`config.mk`:
```
export PLATFORM = sky130hd
export DESIGN_NAME = egps_ctrl
export DESIGN_NICKNAME = d
export VERILOG_FILES = /design/src/rtl/core/egps_pkg.sv /design/src/rtl/core/egps_ctrl.sv
export SDC_FILE = /design/constraint.sdc
export NUM_CORES = 1
export LEC_CHECK = 0
export BUFFER_PORTS_ARGS = -buffer_cell sky130_fd_sc_hd__buf_2
export CORE_AREA = 3 3 40 42
export DETAILED_ROUTE_END_ITERATION = 8
export DIE_AREA = 0 0 43 45
export GPL_ROUTABILITY_DRIVEN = 0
export HOLD_SLACK_MARGIN = 0.08
export PLACE_DENSITY = 0.68
export SETUP_SLACK_MARGIN = 0.1
export SKIP_CTS_REPAIR_TIMING = 1
export SYNTH_ARGS = -nofsm -noshare
export SYNTH_HDL_FRONTEND = slang
export SYNTH_SLANG_ARGS = --single-unit
```
`constraint.sdc`:
```
create_clock -name clk -period 1.4 [get_ports clk]
set_input_delay 0.28 -clock clk [delete_from_list [all_inputs] [get_ports clk]]
set_output_delay 0.28 -clock clk [all_outputs]
set_load 0.01 [all_outputs]
```
`src/rtl/core/egps_pkg.sv`:
```
// egps_pkg: shared constants, command codes and controller/datapath structs
// for the envelope gain block. No dependencies.
`default_nettype none
package egps_pkg;
  localparam int MAX_POINTS = 16;
  localparam int PW = $clog2(MAX_POINTS);
  localparam int CW = $clog2(MAX_POINTS + 1);
  localparam logic [30:0] LAST_INDEX = 31'h7fffffff;

  localparam logic [1:0] CMD_LOAD   = 2'd0;
  localparam logic [1:0] CMD_SAMPLE = 2'd1;
  localparam logic [1:0] CMD_REPORT = 2'd2;
  localparam logic [1:0] CMD_CLEAR  = 2'd3;

  localparam logic CFG_GAIN_MODE = 1'b0;
  localparam logic CFG_CONST_GAIN = 1'b1;

  typedef struct packed {
    logic [1:0]  cmd;
    logic [15:0] sample_in;
    logic [30:0] point_time;
    logic [23:0] point_gain;
  } in_beat_t;

  typedef struct packed {
    logic        kind;
    logic [23:0] scaled_sample;
    logic [22:0] peak_max;
    logic [30:0] max_position;
    logic [30:0] max_count;
    logic [23:0] peak_min;
    logic [30:0] min_position;
    logic [30:0] min_count;
  } out_beat_t;

  // controller -> datapath commands
  typedef struct packed {
    logic capture;    // latch input beat
    logic clear;      // restart state
    logic load_start; // start slope divisions
    logic load_commit;
    logic seek;       // one segment search step
    logic gain_calc;  // envelope multiply
    logic scale;      // sample multiply
    logic finish;     // saturate, stats, result
    logic report;
  } dp_cmd_t;

  // datapath -> controller status
  typedef struct packed {
    logic seek_done;
    logic div_done;
  } dp_sts_t;
endpackage
`default_nettype wire

```
`src/rtl/core/egps_ctrl.sv`:
```
// egps_ctrl: command sequencer and output register handshake.
// Depends on egps_pkg.
`default_nettype none
module egps_ctrl (
  input  wire logic                clk,
  input  wire logic                rst_n,
  input  wire logic                in_valid,
  output logic                     in_ready,
  input  wire logic [1:0]          in_cmd,
  input  wire logic                gain_mode,
  output logic                     out_valid,
  input  wire logic                out_ready,
  input  wire egps_pkg::dp_sts_t   sts,
  output egps_pkg::dp_cmd_t        cmd
);
  localparam logic [3:0] S_IDLE = 4'd0, S_DEC = 4'd1, S_LDIV = 4'd2,
    S_LWAIT = 4'd3, S_SEEK = 4'd4, S_EGAIN = 4'd5, S_EMUL = 4'd6,
    S_EMUL2 = 4'd7, S_SCALE = 4'd8, S_MUL = 4'd9, S_FIN = 4'd10;

  logic [3:0] st_r, st_nxt;
  logic [1:0] c_r;
  logic ov_r, ov_nxt;

  // a result waits in the output register; a new beat only needs it free at the end
  assign in_ready = (st_r == S_IDLE);

  always_comb begin
    st_nxt = st_r;
    cmd = '0;
    ov_nxt = ov_r && !out_ready;
    case (st_r)
      S_IDLE: if (in_valid) begin
        cmd.capture = 1'b1;
        st_nxt = S_DEC;
      end
      S_DEC: begin
        case (c_r)
          egps_pkg::CMD_LOAD: begin cmd.load_start = 1'b1; st_nxt = S_LDIV; end
          egps_pkg::CMD_CLEAR: begin cmd.clear = 1'b1; st_nxt = S_IDLE; end
          egps_pkg::CMD_REPORT: if (!ov_nxt) begin
            cmd.report = 1'b1; ov_nxt = 1'b1; st_nxt = S_IDLE;
          end
          default: st_nxt = gain_mode ? S_SEEK : S_SCALE;
        endcase
      end
      S_LDIV: st_nxt = S_LWAIT;
      S_LWAIT: if (sts.div_done) begin cmd.load_commit = 1'b1; st_nxt = S_IDLE; end
      S_SEEK: begin
        cmd.seek = 1'b1;
        if (sts.seek_done) st_nxt = S_EGAIN;
      end
      S_EGAIN: begin cmd.gain_calc = 1'b1; st_nxt = S_EMUL; end
      S_EMUL: st_nxt = S_EMUL2;
      S_EMUL2: st_nxt = S_SCALE;
      S_SCALE: begin cmd.scale = 1'b1; st_nxt = S_MUL; end
      S_MUL: st_nxt = S_FIN;
      S_FIN: if (!ov_nxt) begin
        cmd.finish = 1'b1; ov_nxt = 1'b1; st_nxt = S_IDLE;
      end
      default: st_nxt = S_IDLE;
    endcase
  end

  always_ff @(posedge clk) begin
    if (!rst_n) begin
      st_r <= S_IDLE;
      ov_r <= 1'b0;
    end else begin
      st_r <= st_nxt;
      ov_r <= ov_nxt;
    end
    if (cmd.capture) c_r <= in_cmd;
  end

  assign out_valid = ov_r;

`ifndef ASSERT_OFF
  a_hold: assert property (@(posedge clk) disable iff (!rst_n)
    ov_r && !out_ready |=> ov_r) else $error("result dropped");
  a_fin: assert property (@(posedge clk) disable iff (!rst_n)
    (cmd.finish || cmd.report) |=> ov_r) else $error("result not shown");
  a_one: assert property (@(posedge clk) disable iff (!rst_n)
    $onehot0({cmd.finish, cmd.report, cmd.load_commit, cmd.clear}))
    else $error("overlapping commands");
`endif
endmodule
`default_nettype wire

```
; ---- Yosys cells after proc, flatten, opt, wreduce, memory -nomap -nowiden
; Cells that the tools add are included.
[op_classes]
eq_ne = 15
muxes = 23
reduce_logical = 5
[op_table]
columns = cell, n
row1 = one-hot mux 4 bit (11 select lines), 1
row2 = two-way mux 4 bit, 5
row3 = == test 4 x 3 -> 1 bit (second input constant), 4
row4 = two-way mux 1 bit, 14
row5 = == test 4 bit (second input constant), 3
row6 = one-hot mux 4 bit (3 select lines), 1
row7 = == test 4 x 2 -> 1 bit (second input constant), 2
row8 = inequality test 2 bit (second input constant), 3
row9 = == test 2 bit (second input constant), 2
row10 = == test 4 x 1 -> 1 bit (second input constant), 1
row11 = zero test 4 bit, 1
row12 = AND reduction 3 bit, 1
row13 = zero test 2 bit, 1
row14 = two-way mux 2 bit, 1
row15 = one-hot mux 1 bit (2 select lines), 1
row16 = logical AND 1 bit, 1
row17 = zero test 1 bit, 1
[totals]
register_bits = 7
input_bits = 9
out_inout_bits = 11
elab_cells = 46

; ---- Longest topological paths before layout
; Gate-level depths: netlist of run 1.
[depth]
word_depth = 5
depth_mapped = 5
depth_no_buf = 4

; ---- Worst setup path after synthesis of run 1
; No wires, ideal clock.
[synth_timing]
kind = register -> register
start = register st_r[3]
end = register c_r[0] (enable)
setup_ps = 315
arrival_ps = 1250
path_slack_ps = -165
path_stages_with_launch = 4
path_cell_list = dfxtp_1 > buf_2 > nor4_1 > and2_1
[synth_rtl]
columns = element, line_no
row1 = "start, declared", egps_ctrl.sv:20  ; logic [3:0] st_r, st_nxt;
row2 = "start signal, assigned", egps_ctrl.sv:69  ; st_r <= st_nxt;
row3 = "end signal, assigned", egps_ctrl.sv:72  ; if (cmd.capture) c_r <= in_cmd;
row4 = "end, declared", egps_ctrl.sv:21  ; logic [1:0] c_r;

==> results of run 1 <==
## registers in the layout, indices dropped and copies added, names as in the netlist
register and cells:
c_r 2, out_valid 1, st_r 4
## layout make-up
type                    instances  area [um^2]
multi-input cells              51          357
clock buffers                   4         26.3
fillers                       109          452
repair buffers                 37          255
flip-flops and latches          7          161
well taps                      15         18.8
inverters                       3         15.0
## cells in the mapped netlist (all sizes together)
| master | count | area (um^2) |
|---|---|---|
| nor2 | 13 | 56.3 |
| nand2 | 8 | 30.0 |
| dfxtp | 5 | 100 |
| o21ai | 5 | 25.0 |
| a31oi | 3 | 18.8 |
| buf | 3 | 23.8 |
| inv | 3 | 11.3 |
| nor2b | 3 | 18.8 |
| clkbuf | 2 | 7.51 |
| edfxtp | 2 | 60.1 |
| nand2b | 2 | 12.5 |
| nand3 | 2 | 10.0 |
| nor3 | 2 | 21.3 |
| nor4 | 2 | 12.5 |
| a21oi | 1 | 5.00 |
| a32oi | 1 | 8.76 |
| and2 | 1 | 6.26 |
| and3b | 1 | 8.76 |
| nor3b | 1 | 7.51 |
| nor4b | 1 | 8.76 |
| o2111ai | 1 | 8.76 |
| o31a | 1 | 8.76 |
| o32ai | 1 | 8.76 |
| or4b | 1 | 13.8 |
| xnor2 | 1 | 8.76 |
## worst register-to-register path, stage by stage (launching register included)
cell and delay [ns]:
dfxtp_2 0.32, or4b_4 0.58, nor2_4 0.15, nand2_2 0.09
buf_4 0.15, buf_4 0.12, a31oi_1 0.13
## stage by stage
stage                     TNS (ns)  util, %  std cells  instance area [um^2]
final                        -2.17     64.8        117                   833
after global routing         -3.11     64.8        117                   833
after CTS                    -1.88     53.0        105                   681
after detailed placement    -0.337     50.9        101                   654
after global placement      -0.195     50.9        101                   654
after floorplan             -0.122        -         66                   527
## final timing paths
| kind | startpoint | to | cells after the start |
|---|---|---|---|
| max | st_r[2]$_SDFFE_PN0P_ | cmd[6] | 4 |
| min | in_cmd[0] | c_r[0]$_DFFE_PP_ | 1 |
| max reg2reg | st_r[2]$_SDFFE_PN0P_ | out_valid$_SDFF_PN0_ | 6 |
| min reg2reg | out_valid$_SDFF_PN0_ | out_valid$_SDFF_PN0_ | 2 |
## routing by layer
layer  part of all wire (%)  track usage [%]  up-vias  wire length, um
met3                    5.1             5.58        4               80
met1                     42             18.0      287              667
li1                       -                -      305                -
met2                     51             26.0       19              806
met5                      0                0        -                0
met4                    1.2             8.43        0               19
## cell families (layout without fill, tap and decap cells)
group	after synthesis	count (layout)	synth area share, %
buffers and inverters	8	44	8.48
AOI/OAI and AO/OA	13	13	16.7
DFF	7	7	31.9
and+or+nand+nor	37	37	41.1
xor gates and xnor gates	1	1	1.75
## power by group
group | internal [uW] | total, uW | switching [uW]
Combinational | 158 | 302 | 143
Sequential | 228 | 247 | 18.8
Clock | 109 | 188 | 78.9
Total | 495 | 736 | 241
==> results.toml, run 1 <==
[outcome]
outcome = "complete, but fails checks"
violations = "negative setup slack"

[yosys]
yosysSeqAreaShare_pct = 31.9
synth-seq-cells = 7
synth_area_um2 = 502
yosysWarningCount = 0
syn-mean-instance-area_um2 = 7.60
syn-num-nets = 75
synth_cell_type_count = 30
synthCells = 66

[global_routing]
grt_pass1_wl_mm = 2.26
grt_pass1_vias = 532
grt_remaining_overflow = 0
grt_usage_pct = 15.8
antenna_found_initial = 0
grt_max_degree = 17

[route]
drc = 0
drt_first_iter_violations = 15
wl_mm = 1.57
drt_pass1_iterations = 5
vias = 615
post_drt_via_cell_ratio = 5.26
wl_per_cell_um = 13.5
ant_nets = 0

[pwr]
ir_drop_uv = 495
power_uw = 736
p_leak_uw = 0.000369
p_per_area_mw_per_mm2 = 884

[cts]
cts_buffers = 3
root_buffer = "clkbuf_4"
cts_buffer_depth = 2
insertion_delay_ns = 0.25
cts_tree = "done"
clkSlewWorstSetupHoldPaths_ns = 0.05
htreeDepth = 1
cts_sinks = 7

[timing]
finalCritPeriodShare_pct = 133
slew_violations = 0
clock_skew_ns = 0.00410
min_period_ns = 1.86
hold_viol = 0
fmax_mhz = 537
rsz0062_at_grt = "true"
setup_slack_ns = -0.463
slew_headroom_pct = 74.4
finalHoldWorstSlack_ns = 0.202
finalSetupViolations = 13
worst_pin_slew_ns = 0.380

[floorplanning]
io_pins = 20
die_h_um = 45
die_x_um = 43
dieArea_mm2 = 0.00194
row_count = 13
core_area_mm2 = 0.00128
start_util_pct = 39.0

[critical_path]
crit_type = "register to primary output"
crit_path_max_fanout = 4
r2r_slack_ns = -0.20
path_cells = "or4b_4, buf_6, nor3_4, buf_2"
cp_slowest_stage_delay_ns = 0.58
cp_top_family = "simple AND/OR/NAND/NOR gates"
path_buf_inv = 2
cp.required_ns = 1.12
arrival_ns = 1.58
critPathCaptureType = "primary output"
startpoint_type = "register"
critPathSlowestCell = "or4b_4"

[place]
port-buffer-count = 19
pre_cts_slack_ns = -0.183
hpwl_um = 967

[worst_hold_path]
hp-class = "primary input to register"

[layout]
layout_commonest_cell = "buf_2"
nNetsFinal = 112
antenna_cells = 0
drive_above_1_share_pct = 52.9
final_cell_mix = "18 x buf_2, 13 x buf_4, 9 x nor2_1, 7 x nand2_1, 6 x buf_6"
area_growth_pct = 66.1

[flow_run]
drv_cap = 0
Note: power is estimated with default switching activity, not from simulation.
==> inputs of run 2 (changes only) <==
Settings changed: CTS_BUF_LIST set to sky130_fd_sc_hd__clkbuf_4 sky130_fd_sc_hd__clkbuf_8 sky130_fd_sc_hd__clkbuf_16.
==> results.toml, run 2 (synthesized netlist as in run 1, its figures left out) <==
[layout]
area_growth_pct = 66.8
fin_area_um2 = 837
largest_reg_flops = 4
final_cell_mix = "18 x buf_2, 13 x buf_4, 9 x nor2_1, 7 x nand2_1, 6 x buf_6"
layout_commonest_cell = "buf_2"
drive_above_1_share_pct = 53.9
antenna_cells = 0
n_fill_cell = 113
nNetsFinal = 112
top_register = "st_r"

[global_routing]
grt_pass1_wl_mm = 2.25
grt_max_degree = 17
grt_pass1_vias = 534
grt_usage_pct = 15.7
antenna_found_initial = 0
grt_remaining_overflow = 0

[cts]
insertion_delay_ns = 0.25
root_buffer = "clkbuf_4"
cts_buffers = 3
cts_sinks = 7
clkSlewWorstSetupHoldPaths_ns = 0.06
cts_tree = "done"
cts_buffer_depth = 2
htreeDepth = 1

[timing]
hold_viol = 0
clock_skew_ns = 0.000612
finalHoldWorstSlack_ns = 0.206
setup_slack_ns = -0.463
min_period_ns = 1.86
tns_ns = -2.23
finalCritPeriodShare_pct = 133
slew_headroom_pct = 71.0
finalSetupViolations = 13
rsz0062_at_grt = "true"
slew_violations = 0
worst_pin_slew_ns = 0.430
fmax_mhz = 537

[route]
drt_pass1_iterations = 4
drt_first_iter_violations = 11
post_drt_via_cell_ratio = 5.46
routed-wl-met3_um = 122
routed.top_layer = "met4"
wl_met2_um = 796
drc = 0
wl_per_cell_um = 13.9
vias = 639
ant_nets = 0
wl_met1_um = 666
wl_mm = 1.62

[critical_path]
r2r_slack_ns = -0.21
crit_type = "register to primary output"
cpMostUsedCell = "nor2_4"
cp_top_family = "simple AND/OR/NAND/NOR gates"
arrival_ns = 1.58
critPathSlowestCell = "or4b_4"
path_buf_inv = 1
startpoint_type = "register"
path_cells = "or4b_4, nor2_4, nand2_2, nor2_4, buf_6"
critPathCaptureType = "primary output"
cp_slowest_stage_delay_ns = 0.58
cp.required_ns = 1.12
crit_path_max_fanout = 4

[outcome]
outcome = "complete, but fails checks"
violations = "negative setup slack"

[floorplanning]
start_util_pct = 39.0
io_pins = 20
core_area_mm2 = 0.00128
die_x_um = 43
row_count = 13
die_h_um = 45
dieArea_mm2 = 0.00194

[pwr]
p_per_area_mw_per_mm2 = 905
p_leak_uw = 0.000372
ir_drop_uv = 455
power_uw = 758

[place]
hpwl_um = 967
placed_area_um2 = 654
port-buffer-count = 19
pre_cts_slack_ns = -0.183

[worst_hold_path]
hp-class = "primary input to register"

[flow_run]
drv_cap = 0
run 2: cell counts in the layout (fill, tap and decap cells not counted):
No cell type changed its count.
run 2: worst register-to-register path, delay by kind of cell (launching register included):
family	cells	cell delay [ns]
buf+inv	2	0.27
simple gates	3	0.82
flops	1	0.32
compound gates	1	0.13
run 2: cell type report:
type / instances / area, um^2 / area share (%)
well taps: 15 / 18.8 / 2.24
flip-flops and latches: 7 / 161 / 19.3
repair buffers: 37 / 255 / 30.5
multi-input cells: 51 / 357 / 42.6
clock buffers: 4 / 30.0 / 3.59
inverters: 3 / 15.0 / 1.79
run 2: final timing paths:
kind                                            from              endpoint  cells after the start
worst max register to register  st_r[2]$_SDFFE_PN0P_  out_valid$_SDFF_PN0_                      6
worst min-delay path                       in_cmd[0]      c_r[0]$_DFFE_PP_                      1
worst max-delay path            st_r[2]$_SDFFE_PN0P_                cmd[0]                      5
worst min register to register  out_valid$_SDFF_PN0_  out_valid$_SDFF_PN0_                      2
run 2: per-stage QoR:
| step | utilization (%) | cells |
|---|---|---|
| 2_1_floorplan | - | 66 |
| 3_3_place_gp | 50.9 | 101 |
| 3_5_place_dp | 50.9 | 101 |
| 4_1_cts | 53.3 | 105 |
| 5_1_grt | 65.1 | 117 |
| 6_report | 65.1 | 117 |
run 2: metal layers:
layer	global-route usage [%]	vias up
met5	0	-
met4	8.43	0
met3	5.58	8
met2	26.0	32
met1	17.8	294
li1	-	305
run 2: power breakdown:
part | internal, uW | switching [uW] | leakage (uW)
Sequential | 228 | 19.2 | 0.0000603
Clock | 128 | 78.8 | 0.0000184
Combinational | 158 | 145 | 0.000294
==> inputs of run 3 (changes only) <==
Settings changed: PLACE_DENSITY 0.68 to not set, PLACE_DENSITY_LB_ADDON set to 0.08.
==> results.toml, run 3 (synthesized netlist as in run 1, its figures left out) <==
[outcome]
outcome = "complete, but fails checks"
violations = "negative setup slack"

[route]
drt_pass1_iterations = 4
drc = 0
drt_first_iter_violations = 5
ant_nets = 0
wl_mm = 1.28
wl_per_cell_um = 11.6
post_drt_via_cell_ratio = 5.05
vias = 556

[flow_run]
drv_cap = 0

[global_routing]
antenna_found_initial = 0
grt_remaining_overflow = 0
grt_pass1_vias = 494
grt_pass1_wl_mm = 2.13
grt_max_degree = 17
grt_usage_pct = 14.5

[pwr]
pwr-share-clk_pct = 28.4
p_seq_share_pct = 35.0
ir_drop_uv = 568
switchingPower_uw = 213
switching_share_pct = 30.4
p_per_area_mw_per_mm2 = 923
combPwrFrac_pct = 36.6
p_leak_uw = 0.000333
internal_power_uw = 489

[layout]
final_cell_mix = "18 x buf_2, 9 x nor2_1, 8 x buf_4, 7 x nand2_1, 5 x dfxtp_1"
largest_reg_flops = 4
register_area_um2 = 160
multi_input_area_um2 = 345
top_register = "st_r"
nNetsFinal = 105
antenna_cells = 0
drive_above_1_share_pct = 47.4
layout_commonest_cell = "buf_2"
area_growth_pct = 51.6
n_fill_cell = 120
fin_area_um2 = 761

[cts]
clkSlewWorstSetupHoldPaths_ns = 0.05
cts_sinks = 7
cts_buffer_depth = 2
root_buffer = "clkbuf_4"
cts_buffers = 3
cts_tree = "done"
insertion_delay_ns = 0.25
htreeDepth = 1

[floorplanning]
start_util_pct = 39.0
die_h_um = 45
dieArea_mm2 = 0.00194
die_x_um = 43
core_area_mm2 = 0.00128
io_pins = 20
row_count = 13

[timing]
fmax_mhz = 553
finalCritPeriodShare_pct = 129
clock_skew_ns = 0.00462
hold_viol = 0
rsz0062_at_grt = "true"
tns_ns = -1.62
worst_pin_slew_ns = 0.321
slew_violations = 0
min_period_ns = 1.81
setup_slack_ns = -0.409
finalSetupViolations = 10
slew_headroom_pct = 78.5

[critical_path]
crit_type = "register to primary output"
cp.required_ns = 1.12
crit_path_max_fanout = 4
arrival_ns = 1.53
critPathCaptureType = "primary output"
startpoint_type = "register"

[place]
port-buffer-count = 19
hpwl_um = 957
placed_area_um2 = 662

[worst_hold_path]
hp-class = "primary input to register"
[run 3: cell types whose count changed in the layout (fill, tap and decap cells not counted)]
cell | previous run | this run
a21oi_1 | 0 | 1
a21oi_2 | 1 | 0
clkinvlp_4 | 1 | 0
buf_4 | 13 | 8
a31oi_4 | 1 | 0
nand2b_1 | 2 | 1
buf_6 | 6 | 4
dfxtp_2 | 1 | 0
a31oi_1 | 2 | 3
dfxtp_1 | 4 | 5
nand2b_4 | 0 | 1
inv_1 | 2 | 3
[run 3: final timing paths]
| kind | start | cells past startpoint | end | slack, ns |
|---|---|---|---|---|
| min reg2reg | out_valid$_SDFF_PN0_ | 2 | out_valid$_SDFF_PN0_ | 0.56 |
| max reg2reg | st_r[2]$_SDFFE_PN0P_ | 5 | out_valid$_SDFF_PN0_ | -0.02 |
| min | in_cmd[1] | 1 | c_r[1]$_DFFE_PP_ | 0.21 |
| max | st_r[2]$_SDFFE_PN0P_ | 5 | cmd[0] | -0.41 |
[run 3: area by class of cell]
cell class | instances | share of cell area [%]
clock buffer | 4 | 3.95
tap | 15 | 2.47
multi-input combinational | 51 | 45.4
sequential | 7 | 21.1
inverter | 3 | 1.48
timing repair buffer | 30 | 25.7
[run 3: routing by layer]
layer	track usage, %	up-vias	share of wire, %
met5	0	-	0
met1	19.1	253	45
met3	3.59	0	5.1
met4	5.42	0	0
met2	23.1	12	49
li1	-	291	-
[run 3: power groups by stage]
stage	sequential [uW]	clock, uW	combinational (uW)
after floorplan	246	0	134
after global placement	247	0	204
after detailed placement	248	0	205
after CTS	244	209	206
after global routing	248	222	280
final	246	199	257
[run 3: stage by stage]
step / cells / setup slack, ns / total power, uW / utilization [%] / hold slack (ns)
CTS: 106 / -0.432 / 659 / 53.8 / 0.200
finish: 110 / -0.409 / 702 / 59.2 / 0.209
global placement: 102 / -0.136 / 451 / 51.5 / 0.458
global route: 110 / -0.482 / 751 / 59.2 / 0.194
detailed placement: 102 / -0.153 / 453 / 51.5 / 0.459
floorplan: 66 / -0.103 / 381 / - / 0.379
[run 3: critical path, cell delays in order, from the launching register on]
cell,delay (ns)
dfxtp_1,0.31
or4b_4,0.59
nor2_4,0.12
nand2_2,0.08
nor2_4,0.09
buf_6,0.10
